## src/salcp_ram.sv

```systemverilog
`default_nettype none
// Simple dual-port RAM: one write port, one read port with registered data.
module salcp_ram #(
  parameter int unsigned WIDTH = 8,
  parameter int unsigned DEPTH = 16,
  parameter int unsigned AW    = (DEPTH > 1) ? $clog2(DEPTH) : 1
) (
  input  wire logic             clk_i,
  input  wire logic             we_i,
  input  wire logic [AW-1:0]    waddr_i,
  input  wire logic [WIDTH-1:0] wdata_i,
  input  wire logic [AW-1:0]    raddr_i,
  output logic      [WIDTH-1:0] rdata_o
);

  logic [WIDTH-1:0] mem_q [DEPTH];
  logic [WIDTH-1:0] rdata_q;

  always_ff @(posedge clk_i) begin
    if (we_i) begin
      mem_q[waddr_i] <= wdata_i;
    end
    rdata_q <= mem_q[raddr_i];
  end

  assign rdata_o = rdata_q;

endmodule : salcp_ram
`default_nettype wire

```

## config.mk

```make
export PLATFORM = sky130hd
export DESIGN_NAME = salcp_ram
export DESIGN_NICKNAME = d
export VERILOG_FILES = /design/src/salcp_ram.sv
export SDC_FILE = /design/constraint.sdc
export NUM_CORES = 1
export LEC_CHECK = 0
export BUFFER_PORTS_ARGS = -buffer_cell sky130_fd_sc_hd__buf_2
export CAP_MARGIN = 10
export CORE_ASPECT_RATIO = 1.5
export CORE_MARGIN = 10
export CORE_UTILIZATION = 35
export CTS_CLUSTER_DIAMETER = 50
export CTS_CLUSTER_SIZE = 25
export DETAILED_ROUTE_END_ITERATION = 10
export SLEW_MARGIN = 20
export SYNTH_ARGS = -nofsm -noshare
export SYNTH_HDL_FRONTEND = slang
export SYNTH_SLANG_ARGS = --single-unit
export TNS_END_PERCENT = 100
```

## constraint.sdc

```tcl
create_clock -name clk_i -period 2 [get_ports clk_i]
set_clock_uncertainty 0.2 [all_clocks]
set_input_delay 0 -clock clk_i [delete_from_list [all_inputs] [get_ports clk_i]]
set_output_delay 0 -clock clk_i [all_outputs]
set_load 0.05 [all_outputs]
```

==> reports/metrics.yaml <==
vias_per_cell: 4.86
ir_drop_mv: 0.563
grt_pass1_wl_mm: 16.5
tightest_slew_ns: 0.449
final_max_slew_viol_count: 0
p_leak_uw: 0.00218
synth_edf_count: 128
p_sw_uw: 1390
drc: 0
required_ns: 1.91
syn-num-nets: 247
drtIter0Drc: 175
clockPowerShare: 0.474
die_h_um: 169
syn_area_per_cell_um2: 22.5
worstPathArrival_ns: 1.79
clkTransAtPathRegs_ns: 0.06
die_w_um: 119
cts.sinks: 136
ys_types: 19
overflow: 0
p_int_uw: 5440
ys_top_cells_by_area: "edfxtp_1 (75%), mux4_2 (7.9%), mux4_1 (7.1%), dfxtp_1 (3.1%), a22oi_1 (2.3%)"
num_vias: 2473
io-pin-count: 26
rows: 54
rrSetupSlack_ns: 0.41
synth_ff_type: "edfxtp_1"
crit_fanout: 8
cp-end-kind: "flop"
post-synth-top-count-cell: "edfxtp_1"
dr.pass1.iters: 4
pwr-share-seq: 0.469
die-area_um2: 20100
final_area_um2: 6400
clockRootBuffer: "clkbuf_16"
period_share: 0.941
slew_headroom: 0.699
hp-class: "in2reg"
wl_mm: 10.5
htree_levels: 4
finalSetupViolations: 0
nets: 318
grt_usage: 0.110
synth_warnings: 0
grt_max_degree: 33
rsz0062_at_grt: "no"
hpwl_mm: 6.91
post_dp_cell_area_um2: 5610
netlist_area_um2: 5150
yosys.area.top_type: "edfxtp_1"
async_flop_share: 0
critPathKind: "in2reg"
start_util: 0.354
area_delta_synth_final_pct: 24.4
portBuffers: 25
antenna_found_initial: 0
status: "finished clean"
power_density_nw_per_um2: 1070
hold_viol: 0
synth_top_area_frac: 0.747
ant_nets: 0
setup_tns_ns: 0
synthCells: 229
netlist_top_cells_count: "edfxtp_1 (128), mux4_2 (18), a22oi_1 (16), mux4_1 (14), nor2_1 (13)"
core_area_um2: 14500
routedWlPerCell_um: 20.6
cts_setup_buffers: 0
period_needed_ns: 1.88
antenna_cells: 0
p_sw_frac: 0.204
tritoncts: "yes"
fmax_mhz: 532
gp_congestion: 0.746
cts-buffers-inserted: 17
clk_latency_ns: 0.41
clock_path_buffers: 2
drive_gt1_frac: 0.300
combPwrFrac: 0.056
grt_pass1_vias: 2765
synth_seq_cells: 136
yosysSeqAreaShare: 0.778
cap_viol_max_count: 0
critPathLaunchType: "input port"
## critical path, stage by stage
cell,delay [ns]
dlygate4sd3_1,0.54
buf_2,0.14
nand3b_1,0.22
nor3_1,0.14
dlygate4sd3_1,0.56
buf_4,0.18
## cells by family after synthesis
logic type,after synthesis,synth area share
AOI/OAI and AO/OA,16,0.0233
buffers and inverters,10,0.0168
DFF,136,0.778
muxes,32,0.150
and+or+nand+nor,35,0.0318
## path summary, 6_finish.rpt
path	start	to	cells after the start
worst max register to register	mem_q[1][0]$_DFFE_PP_	rdata_o[0]$_DFF_P_	3
worst max-delay path	waddr_i[3]	mem_q[4][5]$_DFFE_PP_	6
worst min register to register	mem_q[12][1]$_DFFE_PP_	rdata_o[1]$_DFF_P_	3
worst min-delay path	raddr_i[1]	rdata_o[1]$_DFF_P_	5
## state kept, by name, summed over array words and instances, names as in the netlist
name / count
rdata_o: 8
mem_q: 128
## power by group through the flow
stage               clock [uW]  sequential [uW]  combinational (uW)
finish                    3240             3210                 385
global route              3420             3210                 418
CTS                       3300             3210                 395
detailed placement           0             3270                 368
global placement             0             3260                 361
floorplan                    0             3330                 162
## per-layer routing
layer / vias up / track usage / share of wire
li1: 1115 / - / -
met1: 1286 / 0.124 / 0.40
met2: 60 / 0.192 / 0.55
met3: 12 / 0.0280 / 0.033
met4: 0 / 0.0448 / 0.015
met5: - / 0 / 0
## per-stage QoR
| step | utilization | hold WS, ns | worst slack (ns) | power [uW] | instances |
|---|---|---|---|---|---|
| 2_1_floorplan | - | -0.101 | 0.307 | 3490 | 229 |
| 3_3_place_gp | 0.386 | 0.183 | 0.291 | 3630 | 460 |
| 3_5_place_dp | 0.386 | 0.204 | 0.298 | 3630 | 460 |
| 4_1_cts | 0.441 | 0.0359 | 0.141 | 6910 | 509 |
| 5_1_grt | 0.441 | 0.0967 | 0.0237 | 7050 | 509 |
| 6_report | 0.441 | 0.0611 | 0.119 | 6830 | 509 |
## layout make-up
class / count / area (um2)
Multi-Input combinational cell: 83 / 1060
Clock inverter: 13 / 195
Timing Repair Buffer: 62 / 470
Clock buffer: 19 / 433
Sequential cell: 136 / 4000
Fill cell: 1241 / 8120
Tap cell: 196 / 245
## cells in the final DEF, fill, tap and decap left out, drive strengths merged
| cell type | count |
|---|---|
| edfxtp | 128 |
| buf | 45 |
| mux4 | 32 |
| clkbuf | 19 |
| dlygate4sd3 | 17 |
| a22oi | 16 |
| nor2 | 13 |
| nand2 | 9 |
| dfxtp | 8 |
| nor3 | 4 |
| clkinv | 4 |
| bufinv | 4 |
| clkinvlp | 3 |
| nand3b | 2 |
| nand2b | 2 |
| inv | 2 |
| nor2b | 1 |
| and2 | 1 |
| and2b | 1 |
| nand3 | 1 |
| or3b | 1 |
## repair_timing
item,4_1_cts,5_1_grt
hold buffers,17,0
hold endpoints to repair,177,0
resized for setup,0,0
No activity file was read; power rests on OpenSTA's default activity.
